**src/rtl/twsd_pkg.sv**
```systemverilog
// Shared types and constants for the two-wheel straight-drive controller.
// Depends on nothing; every other file in rtl/ imports it.
`timescale 1ns / 1ps

package twsd_pkg;

  // Default fraction width of the duty value
  localparam int DUTY_FRAC_BITS_DEF = 16;

  // Fixed field widths
  localparam int OPC_W      = 2;
  localparam int SPEED_W    = 11;
  localparam int TSPEED_W   = 10;
  localparam int DELTA_W    = 12;
  localparam int DIST_W     = 24;
  localparam int DREQ_W     = 16;
  localparam int TGT_W      = DREQ_W + 4;
  localparam int DIR_W      = 2;
  localparam int CFG_IDX_W  = 2;
  localparam int CFG_DATA_W = 16;

  // Stop margin taken off the requested distance, in mm
  localparam logic [DREQ_W-1:0] DIST_MARGIN = DREQ_W'(20);

  // Register reset values
  localparam logic [TSPEED_W-1:0] SPEED_RST = TSPEED_W'(300);

  // Direction codes
  localparam logic [DIR_W-1:0] DIR_NONE = 2'b00;
  localparam logic [DIR_W-1:0] DIR_FWD  = 2'b01;
  localparam logic [DIR_W-1:0] DIR_REV  = 2'b11;
  localparam logic [DIR_W-1:0] DIR_NEG2 = 2'b10;

  // Command codes carried in the opcode field
  typedef enum logic [OPC_W-1:0] {
    OP_TICK  = 2'd0,
    OP_START = 2'd1,
    OP_STOP  = 2'd2
  } opcode_t;

  // Configuration register indexes
  typedef enum logic [CFG_IDX_W-1:0] {
    CFG_DIRECTION = 2'd0,
    CFG_SPEED     = 2'd1,
    CFG_DISTANCE  = 2'd2
  } cfg_reg_t;

  // Stage load strobes handed to the speed-error units
  typedef struct packed {
    logic s1_load;
    logic s2_load;
  } pipe_ctl_t;

endpackage

```
**src/rtl/twsd_cmd_if.sv**
```systemverilog
// Command channel: opcode, measured speeds and distance deltas per beat.
// Depends on twsd_pkg for field widths.
`timescale 1ns / 1ps

interface twsd_cmd_if
  import twsd_pkg::*;
  ();
  logic                 valid;
  logic                 ready;
  logic [OPC_W-1:0]     opcode;
  logic [SPEED_W-1:0]   left_measured_speed;
  logic [SPEED_W-1:0]   right_measured_speed;
  logic [DELTA_W-1:0]   left_moved_delta;
  logic [DELTA_W-1:0]   right_moved_delta;

  modport source (
    output valid, opcode, left_measured_speed, right_measured_speed,
           left_moved_delta, right_moved_delta,
    input  ready
  );
  modport sink (
    input  valid, opcode, left_measured_speed, right_measured_speed,
           left_moved_delta, right_moved_delta,
    output ready
  );
endinterface

```
**src/rtl/twsd_res_if.sv**
```systemverilog
// Result channel: per-wheel drive duty, direction, activity and move done.
// Depends on twsd_pkg for field widths and the default duty width.
`timescale 1ns / 1ps

interface twsd_res_if
  import twsd_pkg::*;
  #(parameter int DUTY_W = DUTY_FRAC_BITS_DEF + 1)
  ();
  logic              valid;
  logic              ready;
  logic [DUTY_W-1:0] left_drive;
  logic [DUTY_W-1:0] right_drive;
  logic [DIR_W-1:0]  left_direction;
  logic [DIR_W-1:0]  right_direction;
  logic              left_active;
  logic              right_active;
  logic              move_done;

  modport source (
    output valid, left_drive, right_drive, left_direction, right_direction,
           left_active, right_active, move_done,
    input  ready
  );
  modport sink (
    input  valid, left_drive, right_drive, left_direction, right_direction,
           left_active, right_active, move_done,
    output ready
  );
endinterface

```
**src/rtl/two_wheel_straight_drive_controller.sv**
```systemverilog
// Two-wheel straight-drive controller: top level.
// Depends on twsd_pkg, twsd_cmd_if, twsd_res_if and twsd_err_step.
//
// Usage
//   cmd carries one beat per command: tick (speeds and distance deltas),
//   start move or stop. res returns exactly one beat per command with both
//   wheel duties, directions, activity flags and a move-done pulse. The user
//   writes registers (direction, target speed, distance) via cfg_we /
//   cfg_index / cfg_data while no command is in flight; nothing enforces it.
// Timing
//   Three-stage pipeline: input stage, error-step stage, result register.
//   A command accepted into the input stage passes the error-step stage
//   and the result register before it shows on res. One command per cycle
//   sustained while res is ready; the duty and distance state is updated in
//   the same cycle as a command enters the result register.
// Reset
//   rst (synchronous) empties the pipeline, stops both wheels, clears the
//   distance counters, sets both duties to one half and the registers to
//   forward, 300 mm/s and zero distance.
// Back-pressure
//   Each stage holds while the one after it is full; cmd.ready stays high
//   while the input stage has room, even when res is stalled.
`timescale 1ns / 1ps

module two_wheel_straight_drive_controller
  import twsd_pkg::*;
  #(parameter int DUTY_FRAC_BITS = DUTY_FRAC_BITS_DEF)
  (
  input  logic                  clk,
  input  logic                  rst,
  twsd_cmd_if.sink              cmd,
  twsd_res_if.source            res,
  input  logic                  cfg_we,
  input  logic [CFG_IDX_W-1:0]  cfg_index,
  input  logic [CFG_DATA_W-1:0] cfg_data
);

  localparam int DUTY_W = DUTY_FRAC_BITS + 1;
  localparam int STEP_W = DUTY_FRAC_BITS + 2;
  localparam int ACC_W  = DUTY_FRAC_BITS + 4;
  localparam logic [DUTY_W-1:0] DUTY_ONE  = DUTY_W'(1) << DUTY_FRAC_BITS;
  localparam logic [DUTY_W-1:0] DUTY_HALF = DUTY_W'(1) << (DUTY_FRAC_BITS - 1);
  localparam int BAL_STEP = (2 ** DUTY_FRAC_BITS + 50) / 100;
  localparam logic signed [ACC_W-1:0] ACC_ONE = signed'(ACC_W'(DUTY_ONE));
  localparam logic signed [ACC_W-1:0] ACC_BAL = signed'(ACC_W'(BAL_STEP));

  // Configuration registers
  logic [DIR_W-1:0]    cfg_dir;
  logic [TSPEED_W-1:0] cfg_speed;
  logic [DREQ_W-1:0]   cfg_dist;

  // Pipeline control
  logic      s1_valid, s2_valid, out_valid;
  logic      s1_ready, s2_ready, out_load;
  pipe_ctl_t pipe_ctl;

  // Stage payloads
  logic [OPC_W-1:0]   s1_opcode, s2_opcode;
  logic [DELTA_W-1:0] s1_ldel, s1_rdel, s2_ldel, s2_rdel;
  logic               s1_l_faster, s1_r_faster, s2_l_faster, s2_r_faster;
  logic [STEP_W-1:0]  l_step, r_step;
  logic               l_step_neg, r_step_neg;

  // Controller state
  logic [DUTY_W-1:0] left_duty, right_duty;
  logic              left_running, right_running;
  logic [DIR_W-1:0]  dir_state;
  logic [DIST_W-1:0] left_distance, right_distance;

  logic [DUTY_W-1:0] left_duty_next, right_duty_next;
  logic              left_running_next, right_running_next;
  logic [DIR_W-1:0]  dir_state_next;
  logic [DIST_W-1:0] left_distance_next, right_distance_next;
  logic              done_next;

  logic [TGT_W-1:0]        target;
  logic [DIST_W:0]         l_sum_w, r_sum_w;
  logic [DIST_W-1:0]       l_sum, r_sum;
  logic                    l_run_t, r_run_t;
  logic signed [ACC_W-1:0] l_acc, r_acc;

  // Configuration writes
  always_ff @(posedge clk) begin
    if (rst) begin
      cfg_dir   <= DIR_FWD;
      cfg_speed <= SPEED_RST;
      cfg_dist  <= '0;
    end else if (cfg_we) begin
      case (cfg_index)
        CFG_DIRECTION: cfg_dir <= (cfg_data[DIR_W-1:0] == DIR_NEG2) ? DIR_REV
                                                                   : cfg_data[DIR_W-1:0];
        CFG_SPEED:     cfg_speed <= cfg_data[TSPEED_W-1:0];
        CFG_DISTANCE:  cfg_dist  <= cfg_data[DREQ_W-1:0];
        default:       ;
      endcase
    end
  end

  // Handshake chain, each stage fills when it is empty or drains
  always_comb begin
    out_load = s2_valid && (!out_valid || res.ready);
    s2_ready = !s2_valid || !out_valid || res.ready;
    s1_ready = !s1_valid || s2_ready;
    pipe_ctl.s1_load = cmd.valid && s1_ready;
    pipe_ctl.s2_load = s1_valid && s2_ready;
  end

  assign cmd.ready = s1_ready;
  assign res.valid = out_valid;

  always_ff @(posedge clk) begin
    if (rst) begin
      s1_valid  <= 1'b0;
      s2_valid  <= 1'b0;
      out_valid <= 1'b0;
    end else begin
      if (s1_ready) s1_valid <= cmd.valid;
      if (s2_ready) s2_valid <= s1_valid;
      if (!out_valid || res.ready) out_valid <= s2_valid;
    end
  end

  // Input stage
  always_ff @(posedge clk) begin
    if (pipe_ctl.s1_load) begin
      s1_opcode   <= cmd.opcode;
      s1_ldel     <= cmd.left_moved_delta;
      s1_rdel     <= cmd.right_moved_delta;
      s1_l_faster <= cmd.left_measured_speed > cmd.right_measured_speed;
      s1_r_faster <= cmd.right_measured_speed > cmd.left_measured_speed;
    end
  end

  // Error-step stage
  always_ff @(posedge clk) begin
    if (pipe_ctl.s2_load) begin
      s2_opcode   <= s1_opcode;
      s2_ldel     <= s1_ldel;
      s2_rdel     <= s1_rdel;
      s2_l_faster <= s1_l_faster;
      s2_r_faster <= s1_r_faster;
    end
  end

  twsd_err_step #(.DUTY_FRAC_BITS(DUTY_FRAC_BITS)) u_left_step (
    .clk          (clk),
    .ctl          (pipe_ctl),
    .speed        (cmd.left_measured_speed),
    .target_speed (cfg_speed),
    .step         (l_step),
    .step_neg     (l_step_neg)
  );

  twsd_err_step #(.DUTY_FRAC_BITS(DUTY_FRAC_BITS)) u_right_step (
    .clk          (clk),
    .ctl          (pipe_ctl),
    .speed        (cmd.right_measured_speed),
    .target_speed (cfg_speed),
    .step         (r_step),
    .step_neg     (r_step_neg)
  );

  // Stop target in 1/16 mm
  always_comb begin
    target = (cfg_dist > DIST_MARGIN) ? {cfg_dist - DIST_MARGIN, 4'b0000} : '0;
  end

  // Saturating distance accumulation
  always_comb begin
    l_sum_w = {1'b0, left_distance} + (DIST_W+1)'(s2_ldel);
    r_sum_w = {1'b0, right_distance} + (DIST_W+1)'(s2_rdel);
    l_sum   = l_sum_w[DIST_W] ? '1 : l_sum_w[DIST_W-1:0];
    r_sum   = r_sum_w[DIST_W] ? '1 : r_sum_w[DIST_W-1:0];
  end

  // State update for the command leaving the error-step stage
  always_comb begin
    left_duty_next      = left_duty;
    right_duty_next     = right_duty;
    left_running_next   = left_running;
    right_running_next  = right_running;
    dir_state_next      = dir_state;
    left_distance_next  = left_distance;
    right_distance_next = right_distance;
    done_next           = 1'b0;
    l_run_t             = left_running && !(l_sum > DIST_W'(target));
    r_run_t             = right_running && !(r_sum > DIST_W'(target));
    l_acc               = signed'(ACC_W'(left_duty));
    r_acc               = signed'(ACC_W'(right_duty));

    case (s2_opcode)
      OP_START: begin
        left_distance_next  = '0;
        right_distance_next = '0;
        if (target == '0) begin
          left_running_next  = 1'b0;
          right_running_next = 1'b0;
          dir_state_next     = DIR_NONE;
          done_next          = 1'b1;
        end else begin
          left_running_next  = 1'b1;
          right_running_next = 1'b1;
          dir_state_next     = (cfg_speed != '0) ? cfg_dir : DIR_NONE;
        end
      end
      OP_STOP: begin
        left_running_next  = 1'b0;
        right_running_next = 1'b0;
        dir_state_next     = DIR_NONE;
      end
      OP_TICK: begin
        if (left_running || right_running) begin
          left_distance_next  = l_sum;
          right_distance_next = r_sum;
          left_running_next   = l_run_t;
          right_running_next  = r_run_t;
          // Move complete once the summed distance reaches twice the target
          if (({1'b0, l_sum} + {1'b0, r_sum}) >= (DIST_W+1)'({target, 1'b0})) begin
            left_running_next  = 1'b0;
            right_running_next = 1'b0;
            dir_state_next     = DIR_NONE;
            done_next          = 1'b1;
          end
          // Speed-error trim, then balance the faster wheel down
          if (left_running_next) begin
            l_acc = l_step_neg ? l_acc + signed'(ACC_W'(l_step))
                               : l_acc - signed'(ACC_W'(l_step));
          end
          if (right_running_next) begin
            r_acc = r_step_neg ? r_acc + signed'(ACC_W'(r_step))
                               : r_acc - signed'(ACC_W'(r_step));
          end
          if (left_running_next && right_running_next) begin
            if (s2_l_faster)      l_acc = l_acc - ACC_BAL;
            else if (s2_r_faster) r_acc = r_acc - ACC_BAL;
          end
          // Clamp to 0..1
          if (l_acc[ACC_W-1])     left_duty_next = '0;
          else if (l_acc > ACC_ONE) left_duty_next = DUTY_ONE;
          else                    left_duty_next = DUTY_W'(l_acc);
          if (r_acc[ACC_W-1])     right_duty_next = '0;
          else if (r_acc > ACC_ONE) right_duty_next = DUTY_ONE;
          else                    right_duty_next = DUTY_W'(r_acc);
        end
      end
      default: ;
    endcase
  end

  always_ff @(posedge clk) begin
    if (rst) begin
      left_duty      <= DUTY_HALF;
      right_duty     <= DUTY_HALF;
      left_running   <= 1'b0;
      right_running  <= 1'b0;
      dir_state      <= DIR_NONE;
      left_distance  <= '0;
      right_distance <= '0;
    end else if (out_load) begin
      left_duty      <= left_duty_next;
      right_duty     <= right_duty_next;
      left_running   <= left_running_next;
      right_running  <= right_running_next;
      dir_state      <= dir_state_next;
      left_distance  <= left_distance_next;
      right_distance <= right_distance_next;
    end
  end

  // Result register
  always_ff @(posedge clk) begin
    if (out_load) begin
      res.left_drive      <= left_running_next ? left_duty_next : '0;
      res.right_drive     <= right_running_next ? right_duty_next : '0;
      res.left_direction  <= left_running_next ? dir_state_next : DIR_NONE;
      res.right_direction <= right_running_next ? dir_state_next : DIR_NONE;
      res.left_active     <= left_running_next;
      res.right_active    <= right_running_next;
      res.move_done       <= done_next;
    end
  end

endmodule

```
**src/rtl/twsd_err_step.sv**
```systemverilog
// Speed-error duty step for one wheel: |speed - target| * 2^F / 1000,
// rounded half away from zero, over two registered stages. Uses twsd_pkg.
`timescale 1ns / 1ps

module twsd_err_step
  import twsd_pkg::*;
  #(parameter int DUTY_FRAC_BITS = DUTY_FRAC_BITS_DEF)
  (
  input  logic                          clk,
  input  pipe_ctl_t                     ctl,
  input  logic [SPEED_W-1:0]            speed,
  input  logic [TSPEED_W-1:0]           target_speed,
  output logic [DUTY_FRAC_BITS+1:0]     step,
  output logic                          step_neg
);

  localparam int STEP_W = DUTY_FRAC_BITS + 2;
  // (e*2^F + 500) / 1000 == (e*2^(F-3) + 62) / 125, as 2^F is a multiple of 8
  localparam int PRE_SCALE   = 2 ** (DUTY_FRAC_BITS - 3);
  localparam int DIV_BY      = 125;
  localparam int ROUND_OFS   = 62;
  localparam int PRE_QUOT    = PRE_SCALE / DIV_BY;
  localparam int PRE_REM     = PRE_SCALE % DIV_BY;
  // Remainder numerator stays below 2^18; reciprocal exact with 25 shift bits
  localparam int REM_W       = 18;
  localparam int RECIP_SHIFT = 25;
  localparam int RECIP       = (2 ** RECIP_SHIFT + DIV_BY - 1) / DIV_BY;
  localparam int PROD_W      = REM_W + RECIP_SHIFT - 6;

  logic                 err_neg;
  logic [SPEED_W-1:0]   err_mag;
  logic [SPEED_W-1:0]   s1_mag;
  logic                 s1_neg;
  logic [REM_W-1:0]     s1_rem_num;
  logic [PROD_W-1:0]    rem_prod;
  logic [STEP_W-1:0]    quot_part;
  logic [STEP_W-1:0]    step_next;

  // Magnitude and sign of the speed error
  always_comb begin
    err_neg = speed < SPEED_W'(target_speed);
    err_mag = err_neg ? SPEED_W'(target_speed) - speed
                      : speed - SPEED_W'(target_speed);
  end

  // Stage 1: error split into whole multiples of 125 and a remainder numerator
  always_ff @(posedge clk) begin
    if (ctl.s1_load) begin
      s1_mag     <= err_mag;
      s1_neg     <= err_neg;
      s1_rem_num <= REM_W'(err_mag) * REM_W'(PRE_REM) + REM_W'(ROUND_OFS);
    end
  end

  // Stage 2: reciprocal divide of the remainder plus the whole part
  always_comb begin
    rem_prod  = PROD_W'(s1_rem_num) * PROD_W'(RECIP);
    quot_part = STEP_W'(s1_mag) * STEP_W'(PRE_QUOT);
    step_next = quot_part + STEP_W'(rem_prod[RECIP_SHIFT +: SPEED_W]);
  end

  always_ff @(posedge clk) begin
    if (ctl.s2_load) begin
      step     <= step_next;
      step_neg <= s1_neg;
    end
  end

endmodule

```
**src/flat_wrapper.sv**
```systemverilog
// flat-port wrapper written by rule: the top's interface ports become plain ports
module two_wheel_straight_drive_controller_flat import twsd_pkg::*;
#(parameter int DUTY_FRAC_BITS = DUTY_FRAC_BITS_DEF)
  (clk, rst, cfg_we, cfg_index, cfg_data, cmd_valid, cmd_opcode, cmd_left_measured_speed, cmd_right_measured_speed, cmd_left_moved_delta, cmd_right_moved_delta, cmd_ready, res_valid, res_left_drive, res_right_drive, res_left_direction, res_right_direction, res_left_active, res_right_active, res_move_done, res_ready);
  twsd_cmd_if cmd_i ();
  twsd_res_if res_i ();
  input  logic clk;
  input  logic rst;
  input  logic cfg_we;
  input  logic [CFG_IDX_W-1:0] cfg_index;
  input  logic [CFG_DATA_W-1:0] cfg_data;
  input wire logic [$bits(cmd_i.valid)-1:0] cmd_valid;
  input wire logic [$bits(cmd_i.opcode)-1:0] cmd_opcode;
  input wire logic [$bits(cmd_i.left_measured_speed)-1:0] cmd_left_measured_speed;
  input wire logic [$bits(cmd_i.right_measured_speed)-1:0] cmd_right_measured_speed;
  input wire logic [$bits(cmd_i.left_moved_delta)-1:0] cmd_left_moved_delta;
  input wire logic [$bits(cmd_i.right_moved_delta)-1:0] cmd_right_moved_delta;
  output wire logic [$bits(cmd_i.ready)-1:0] cmd_ready;
  output wire logic [$bits(res_i.valid)-1:0] res_valid;
  output wire logic [$bits(res_i.left_drive)-1:0] res_left_drive;
  output wire logic [$bits(res_i.right_drive)-1:0] res_right_drive;
  output wire logic [$bits(res_i.left_direction)-1:0] res_left_direction;
  output wire logic [$bits(res_i.right_direction)-1:0] res_right_direction;
  output wire logic [$bits(res_i.left_active)-1:0] res_left_active;
  output wire logic [$bits(res_i.right_active)-1:0] res_right_active;
  output wire logic [$bits(res_i.move_done)-1:0] res_move_done;
  input wire logic [$bits(res_i.ready)-1:0] res_ready;
  assign cmd_i.valid = cmd_valid;
  assign cmd_i.opcode = cmd_opcode;
  assign cmd_i.left_measured_speed = cmd_left_measured_speed;
  assign cmd_i.right_measured_speed = cmd_right_measured_speed;
  assign cmd_i.left_moved_delta = cmd_left_moved_delta;
  assign cmd_i.right_moved_delta = cmd_right_moved_delta;
  assign cmd_ready = cmd_i.ready;
  assign res_valid = res_i.valid;
  assign res_left_drive = res_i.left_drive;
  assign res_right_drive = res_i.right_drive;
  assign res_left_direction = res_i.left_direction;
  assign res_right_direction = res_i.right_direction;
  assign res_left_active = res_i.left_active;
  assign res_right_active = res_i.right_active;
  assign res_move_done = res_i.move_done;
  assign res_i.ready = res_ready;
  two_wheel_straight_drive_controller #(.DUTY_FRAC_BITS(DUTY_FRAC_BITS)) u_core (.clk(clk), .rst(rst), .cmd(cmd_i), .res(res_i), .cfg_we(cfg_we), .cfg_index(cfg_index), .cfg_data(cfg_data));
endmodule
```
**config.mk**
```make
export PLATFORM = sky130hd
export DESIGN_NAME = two_wheel_straight_drive_controller_flat
export DESIGN_NICKNAME = d
export VERILOG_FILES = /design/src/rtl/twsd_pkg.sv /design/src/rtl/twsd_cmd_if.sv /design/src/rtl/twsd_res_if.sv /design/src/rtl/two_wheel_straight_drive_controller.sv /design/src/rtl/twsd_err_step.sv /design/src/flat_wrapper.sv
export SDC_FILE = /design/constraint.sdc
export NUM_CORES = 2
export LEC_CHECK = 0
export BUFFER_PORTS_ARGS = -buffer_cell sky130_fd_sc_hd__buf_2
export CAP_MARGIN = 10
export CORE_UTILIZATION = 50
export DETAILED_ROUTE_END_ITERATION = 8
export GPL_TIMING_DRIVEN = 0
export PLACE_DENSITY = 0.66
export SYNTH_ARGS = -nofsm -noshare
export SYNTH_HDL_FRONTEND = slang
export SYNTH_SLANG_ARGS = --single-unit
```
**constraint.sdc**
```tcl
create_clock -name clk -period 22.1 [get_ports clk]
set_input_delay 5.525 -clock clk [delete_from_list [all_inputs] [get_ports clk]]
set_output_delay 5.525 -clock clk [all_outputs]
set_load 0.01 [all_outputs]
```
# Word level (Yosys, flattened, before mapping)
# Index checks and enable logic that the tools add are counted.
# Widths: inputs -> output; s select.
dict set report totals {
  in_bits 71
  register_bits 312
  output_inout_bits 43
}
dict set report op_classes {
  mul 6
  magnitude_cmp 10
  eq_ne 6
  n_mux 55
  n_addsub 18
  n_reduce_logical 25
}
# op count
set ops {}
lappend ops {{$mux 20} 18}
lappend ops {{$mux 17} 8}
lappend ops {{$mux 24} 4}
lappend ops {{$pmux 24 s2} 2}
lappend ops {{$mul 11x7->18 const B} 4}
lappend ops {{$mul 18x17->34 const B} 2}
lappend ops {{$add 24x12->25} 2}
lappend ops {{$gt 24x20->1} 2}
lappend ops {{$gt 20x18->1 const B} 2}
lappend ops {{$sub 20x11->20 const B} 2}
lappend ops {{$add 17x18->19} 2}
lappend ops {{$sub 17x18->19} 2}
lappend ops {{$add 18x11->18} 2}
lappend ops {{$add 18x6->18 const B} 2}
lappend ops {{$add 24x24->25} 1}
lappend ops {{$ge 25x21->1} 1}
lappend ops {{$gt 11x11->1} 2}
lappend ops {{$lt 11x10->1} 2}
lappend ops {{$mux 11} 2}
lappend ops {{$sub 10x11->11} 2}
lappend ops {{$sub 11x10->11} 2}
lappend ops {{$logic_not 20->1} 1}
lappend ops {{$gt 16x5->1 const B} 1}
lappend ops {{$sub 16x5->16 const B} 1}
lappend ops {{other kinds (16)} 51}

# Depth between registers and ports, before layout
dict set report logic_depth {
  word_depth 22
  depth_mapped 50
  ltp_nobuf 45
}

# Modules after synthesis
# Synthesis repeated with hierarchy kept, for this count alone.
dict set report unflattened {
  cells_unflattened 3897
  area_unflattened_um2 34643.2
}
# mod n_inst area_each_um2 cells_each
set modules_own_cells {}
lappend modules_own_cells {two_wheel_straight_drive_controller 1 18348.8 2252}
lappend modules_own_cells {{twsd_err_step at u_core.u_right_step} 1 8171.6 829}
lappend modules_own_cells {{twsd_err_step at u_core.u_left_step} 1 8122.8 816}

# Worst setup path after synthesis
# No wires, ideal clock.
dict set report synth_timing {
  path_type {input -> register}
  start {in cmd_right_measured_speed[1]}
  end {reg u_core.u_right_step.s1_rem_num[16], data pin}
  setup_time_ns 0.272
  slack_ns 10.272
  t_arrival_ns 11.556
  stages 32
  cell_sequence {inv_1 -> ha_1 -> a21oi_1 -> o21ai_0 -> a21o_1 -> a21o_1 -> a21oi_1 -> o21bai_1 -> a2111oi_1 -> clkbuf_1 -> nand2_1 -> o221ai_1 -> nand2_1 -> nand2_1 -> xor2_1 -> ha_1 -> fa_1 -> inv_1 -> ha_1 -> a21o_1 -> a21oi_1 -> o21bai_1 -> a21oi_1 -> o21bai_1 -> a21oi_1 -> o21bai_1 -> a21oi_1 -> o21bai_1 -> a21oi_1 -> nor2b_1 -> o21ai_0 -> xor2_1}
}
dict set report synth_between {
  elab_chain_len 4
  word_cells_on_any_way 6
  classes_between {add/sub: 3; mul: 1; order compare: 1; mux: 1}
}
# element line_no
set synth_rtl {}
lappend synth_rtl {{start, declared} flat_wrapper.sv:15} ;# input wire logic [$bits(cmd_i.right_measured_speed)-1:0] cmd_right_measured_speed;
lappend synth_rtl {{$lt 11x10->1} twsd_err_step.sv:41} ;# err_neg = speed < SPEED_W'(target_speed);
lappend synth_rtl {{named net u_core.u_right_step.err_neg} twsd_err_step.sv:30} ;# logic err_neg;
lappend synth_rtl {{$mux 11} twsd_err_step.sv:42} ;# err_mag = err_neg ? SPEED_W'(target_speed) - speed
lappend synth_rtl {{named net u_core.u_right_step.err_mag[4]} twsd_err_step.sv:31} ;# logic [SPEED_W-1:0] err_mag;
lappend synth_rtl {{$mul 11x7->18} twsd_err_step.sv:51} ;# s1_rem_num <= REM_W'(err_mag) * REM_W'(PRE_REM) + REM_W'(ROUND_OFS);
lappend synth_rtl {{$add 18x6->18} twsd_err_step.sv:51}
lappend synth_rtl {{end signal, assigned} twsd_err_step.sv:51}
lappend synth_rtl {{end, declared} twsd_err_step.sv:34} ;# logic [REM_W-1:0] s1_rem_num;
# The timed path passes the listed nets, and every way through them passes these cells.
# A chain may end at the register's enable or synchronous reset.

# Worst setup path in the final report
dict set report layout_timing {
  start {reg u_core.s2_ldel[0]}
  end {reg u_core.res.right_drive[11], data pin}
}
dict set report layout_between {
  elab_chain_len 21
  word_cells_on_any_way 30
  classes_between {add/sub: 3; order compare: 3; mux: 21; reduce/logical: 3}
}
# element line_no
set layout_rtl {}
lappend layout_rtl {{start, declared} two_wheel_straight_drive_controller.sv:59} ;# logic [DELTA_W-1:0] s1_ldel, s1_rdel, s2_ldel, s2_rdel;
lappend layout_rtl {{start signal, assigned} two_wheel_straight_drive_controller.sv:138} ;# s2_ldel <= s1_ldel;
lappend layout_rtl {{$add 24x12->25 (*)} two_wheel_straight_drive_controller.sv:170} ;# l_sum_w = {1'b0, left_distance} + (DIST_W+1)'(s2_ldel);
lappend layout_rtl {{$mux 24 (*)} two_wheel_straight_drive_controller.sv:172} ;# l_sum = l_sum_w[DIST_W] ? '1 : l_sum_w[DIST_W-1:0];
lappend layout_rtl {{$add 24x24->25} two_wheel_straight_drive_controller.sv:218} ;# if (({1'b0, l_sum} + {1'b0, r_sum}) >= (DIST_W+1)'({target, 1'b0})) begin
lappend layout_rtl {{$ge 25x21->1} two_wheel_straight_drive_controller.sv:218}
lappend layout_rtl {{$mux 1} two_wheel_straight_drive_controller.sv:218}
lappend layout_rtl {{$mux 1} two_wheel_straight_drive_controller.sv:212} ;# if (left_running || right_running) begin
lappend layout_rtl {{$mux 1} two_wheel_straight_drive_controller.sv:191} ;# case (s2_opcode)
lappend layout_rtl {{$mux 20} two_wheel_straight_drive_controller.sv:229} ;# if (right_running_next) begin
lappend layout_rtl {{[5 not listed]} n/a}
lappend layout_rtl {{$mux 20} two_wheel_straight_drive_controller.sv:233} ;# if (left_running_next && right_running_next) begin
lappend layout_rtl {{$mux 20} two_wheel_straight_drive_controller.sv:212}
lappend layout_rtl {{$mux 20} two_wheel_straight_drive_controller.sv:191}
lappend layout_rtl {{$gt 20x18->1} two_wheel_straight_drive_controller.sv:242} ;# else if (r_acc > ACC_ONE) right_duty_next = DUTY_ONE;
lappend layout_rtl {{$mux 17} two_wheel_straight_drive_controller.sv:242}
lappend layout_rtl {{$mux 17} two_wheel_straight_drive_controller.sv:241} ;# if (r_acc[ACC_W-1]) right_duty_next = '0;
lappend layout_rtl {{$mux 17} two_wheel_straight_drive_controller.sv:212}
lappend layout_rtl {{$mux 17} two_wheel_straight_drive_controller.sv:191}
lappend layout_rtl {{end signal, assigned} two_wheel_straight_drive_controller.sv:274} ;# res.right_drive <= right_running_next ? right_duty_next : '0;
lappend layout_rtl {{end, declared} twsd_res_if.sv:20} ;# output valid, left_drive, right_drive, left_direction, right_direction,
# Every way passes the cells marked *; elsewhere a longest branch is shown, timed or not. The select of a mux whose other input is x is not followed.

==> summary.txt <==
Run status
  – Status: complete, no violations

Detailed routing
  – Per-cell routed wire length: around 18 µm
  – Remaining DRCs: 0
  – Detailed Route Iter0 Violations: 1880
  – DR vias/cell: around 5.7
  – Detail Route Antenna Nets: 0
  – First-pass DRT Iterations: 6
  – Via count: 26580
  – WL final: 86060 µm

Critical path
  – Most frequent CP cell: clkbuf_1
  – CP bufs+invs: 8
  – Worst setup path category: reg -> reg
  – Critical path endpoint category: register
  – Worst EP arrival: 13.35 ns
  – Setup crit start kind: register
  – Top delay family on crit path: compound AO/OA/AOI/OAI gates
  – Crit path required time: 22.50 ns
  – Worst reg2reg setup slack: between 9 and 10 ns
  – R2R cell count: 46
  – Slowest Stage Delay on Critical Path: approximately 0.57 ns
  – CP max-delay cell: a2111oi_0
  – Levels on crit path: 46
  – Worst Path Max Fanout: 10

Yosys
  – Syn Inst Count: 3639
  – Post-synthesis register bit count: 310
  – Post-synthesis async set-or-reset flop share: 0
  – EDFF count, synth: 193
  – Synthesized Nets: roughly 4500
  – Post-synthesis cell area: approximately 33000 µm²
  – Cell variety after synth: 107
  – Ys flop type: edfxtp_1
  – Syn Area/Cell: 9.167 µm²
  – Seq/Total Area, Yosys: 0.2439
  – Synth warnings: 0

CTS
  – Num CTS Buffers: 38
  – Post-CTS sizing: 0
  – Htree depth: 2
  – Post CTS Setup Buffer Count: 0
  – CTS tree: done
  – CTS hold repair buffers: 0
  – Root Buffer: clkbuf_16
  – Clock transition at path regs: about 0.060 ns
  – Clk_lat worst skew: 0.57 ns
  – Max Root-Sink Buffers: 3
  – Clock Sinks: 310

Cells and area
  – Nets: about 4600
  – Share of cells above drive strength 1: 0.07311
  – Area delta synth->final: 9.429%
  – Finished layout cell area: 36510 µm²
  – Final Core Density: 0.5543
  – Number of fill cells: 6005

Timing
  – Clock skew: 0.02934 ns
  – Final Critical Period: 12.95 ns
  – Final hold violations: 0
  – Setup-violating endpoint count in the final report: 0
  – Slew @ Worst Pin: about 1.0 ns
  – Final slew viol count: 0
  – Rel. slew slack: 0.3351
  – Total negative slack: 0 ns
  – RSZ-0062 raised after global routing: no
  – WHS: 0.4094 ns
  – Final period utilization: 0.5858
  – Fmax: 0.07724 GHz

Die
  – Die ar.: ~68000 µm²
  – Num rows: 94
  – Placeable Area: 65860 µm²
  – Die Wd: 260.3 µm
  – DIE HEIGHT: approximately 260 µm
  – IO Count: 114
  – Initial Utilization: 0.5065

Global routing
  – Initial antenna violation count: 5
  – GRT Util Overall: 0.2552
  – GR Overflow Total: 0
  – Largest net degree at the start of global routing: 28
  – First-pass GRT wire length: 136000 µm
  – Vias in the first global route: between 20000 and 30000

Min path
  – Worst hold stages: 0
  – Worst min path class: reg -> reg

Place
  – Post-DP HPWL: between 70000 and 80000 µm
  – PortBufs: 113
  – RePlAce Congestion: 0.9697
  – DP Area: 35220 µm²

Job
  – Max-cap viol count: 0
## area by class of cell
class                      count  area, µm²  area share
multi-input combinational   2734      22940      0.6284
sequential                   310       8138      0.2229
inverter                     503       1888     0.05172
clock buffer                  55       1181     0.03236
tap                          864       1081     0.02961
timing repair buffer         122      759.5     0.02080
buffer                        92      421.7     0.01155
clock inverter                14      93.84    0.002571
antenna                        1      2.502  0.00006855
## cells in the final DEF (no fill, tap or decap), types with 17 or more instances in the layout
| cell type | instances |
|---|---|
| nand2b_1 | 33 |
| nor2_1 | 201 |
| dfxtp_1 | 117 |
| xnor2_1 | 127 |
| o31ai_1 | 17 |
| a211oi_1 | 32 |
| buf_2 | 123 |
| nor2b_1 | 36 |
| and3_1 | 29 |
| o21a_1 | 33 |
| or3_1 | 22 |
| o21bai_1 | 35 |
| edfxtp_1 | 193 |
| nor4_1 | 28 |
| inv_1 | 501 |
| nand4_1 | 35 |
| xor2_1 | 70 |
| a31oi_1 | 23 |
| nand3_1 | 59 |
| ha_1 | 637 |
| clkbuf_1 | 75 |
| nand2_1 | 274 |
| clkbuf_16 | 43 |
| a21oi_1 | 238 |
| mux2i_1 | 40 |
| a32o_1 | 24 |
| o21ai_1 | 35 |
| o21ai_0 | 121 |
| nor3_1 | 53 |
| fa_1 | 135 |
| a21o_1 | 78 |
| a22oi_1 | 48 |
## cells in the mapped netlist, types with 17 or more instances
library cell,number,share of area
ha_1,637,0.24
inv_1,501,0.056
nand2_1,274,0.031
a21oi_1,238,0.036
nor2_1,201,0.023
edfxtp_1,193,0.17
fa_1,135,0.081
xnor2_1,127,0.033
o21ai_0,121,0.018
dfxtp_1,117,0.070
a21o_1,78,0.018
clkbuf_1,70,0.0079
xor2_1,70,0.018
nand3_1,59,0.0089
nor3_1,53,0.0080
a22oi_1,48,0.011
mux2i_1,40,0.012
nor2b_1,36,0.0068
nand4_1,35,0.0066
o21ai_1,35,0.0053
o21bai_1,35,0.0079
nand2b_1,33,0.0062
o21a_1,33,0.0074
a211oi_1,32,0.0072
and3_1,29,0.0054
nor4_1,28,0.0053
a31oi_1,24,0.0045
a32o_1,24,0.0072
or3_1,22,0.0041
o31ai_1,17,0.0038
## cell families after synthesis
kind of cell    count (synthesis)  share of synthesized area
simple gates                  870                     0.1296
compound gates                837                     0.1673
fa+ha+maj                     772                     0.3199
buf+inv                       595                    0.06920
flops                         310                     0.2439
xor+xnor                      197                    0.05172
mux                            58                    0.01830
## routing by layer
layer  wire length (µm)  GRT usage
met1              40190     0.3548
met2              38610     0.4098
met5                 52   0.004274
met3               5345    0.04070
met4               1863    0.06871
## sequential cells by signal (all words and copies together) (netlist names), 10 cells and up
name,cells
u_core.right_distance,24
u_core.s2_rdel,12
u_core.left_distance,24
u_core.res.right_drive,17
u_core.s1_rdel,12
u_core.u_right_step.s1_rem_num,17
u_core.u_right_step.step,18
u_core.s1_ldel,12
u_core.u_left_step.step,18
u_core.s2_ldel,12
u_core.res.left_drive,17
u_core.u_left_step.s1_mag,11
u_core.left_duty,17
u_core.cfg_speed,10
u_core.cfg_dist,16
u_core.right_duty,17
u_core.u_left_step.s1_rem_num,17
u_core.u_right_step.s1_mag,11
## per-stage QoR
stage          setup slack [ns]  cells
6_report                  9.153   4695
5_1_grt                   8.324   4695
4_1_cts                   9.324   4693
3_5_place_dp              9.190   4624
3_3_place_gp              7.628   4616
2_1_floorplan             10.27   3639
## worst paths after layout
kind	from	end
worst max register to register	u_core.s2_ldel[0]	u_core.res.right_drive[11]
worst min-delay path	u_core.s1_ldel[2]	u_core.s2_ldel[2]
worst min register to register	u_core.s1_ldel[2]	u_core.s2_ldel[2]
worst max-delay path	u_core.s2_ldel[0]	u_core.res.right_drive[11]
Power is left out: the tool's default activity adds up to more than one toggle a clock period on the data nets, which glitch-free logic cannot reach.
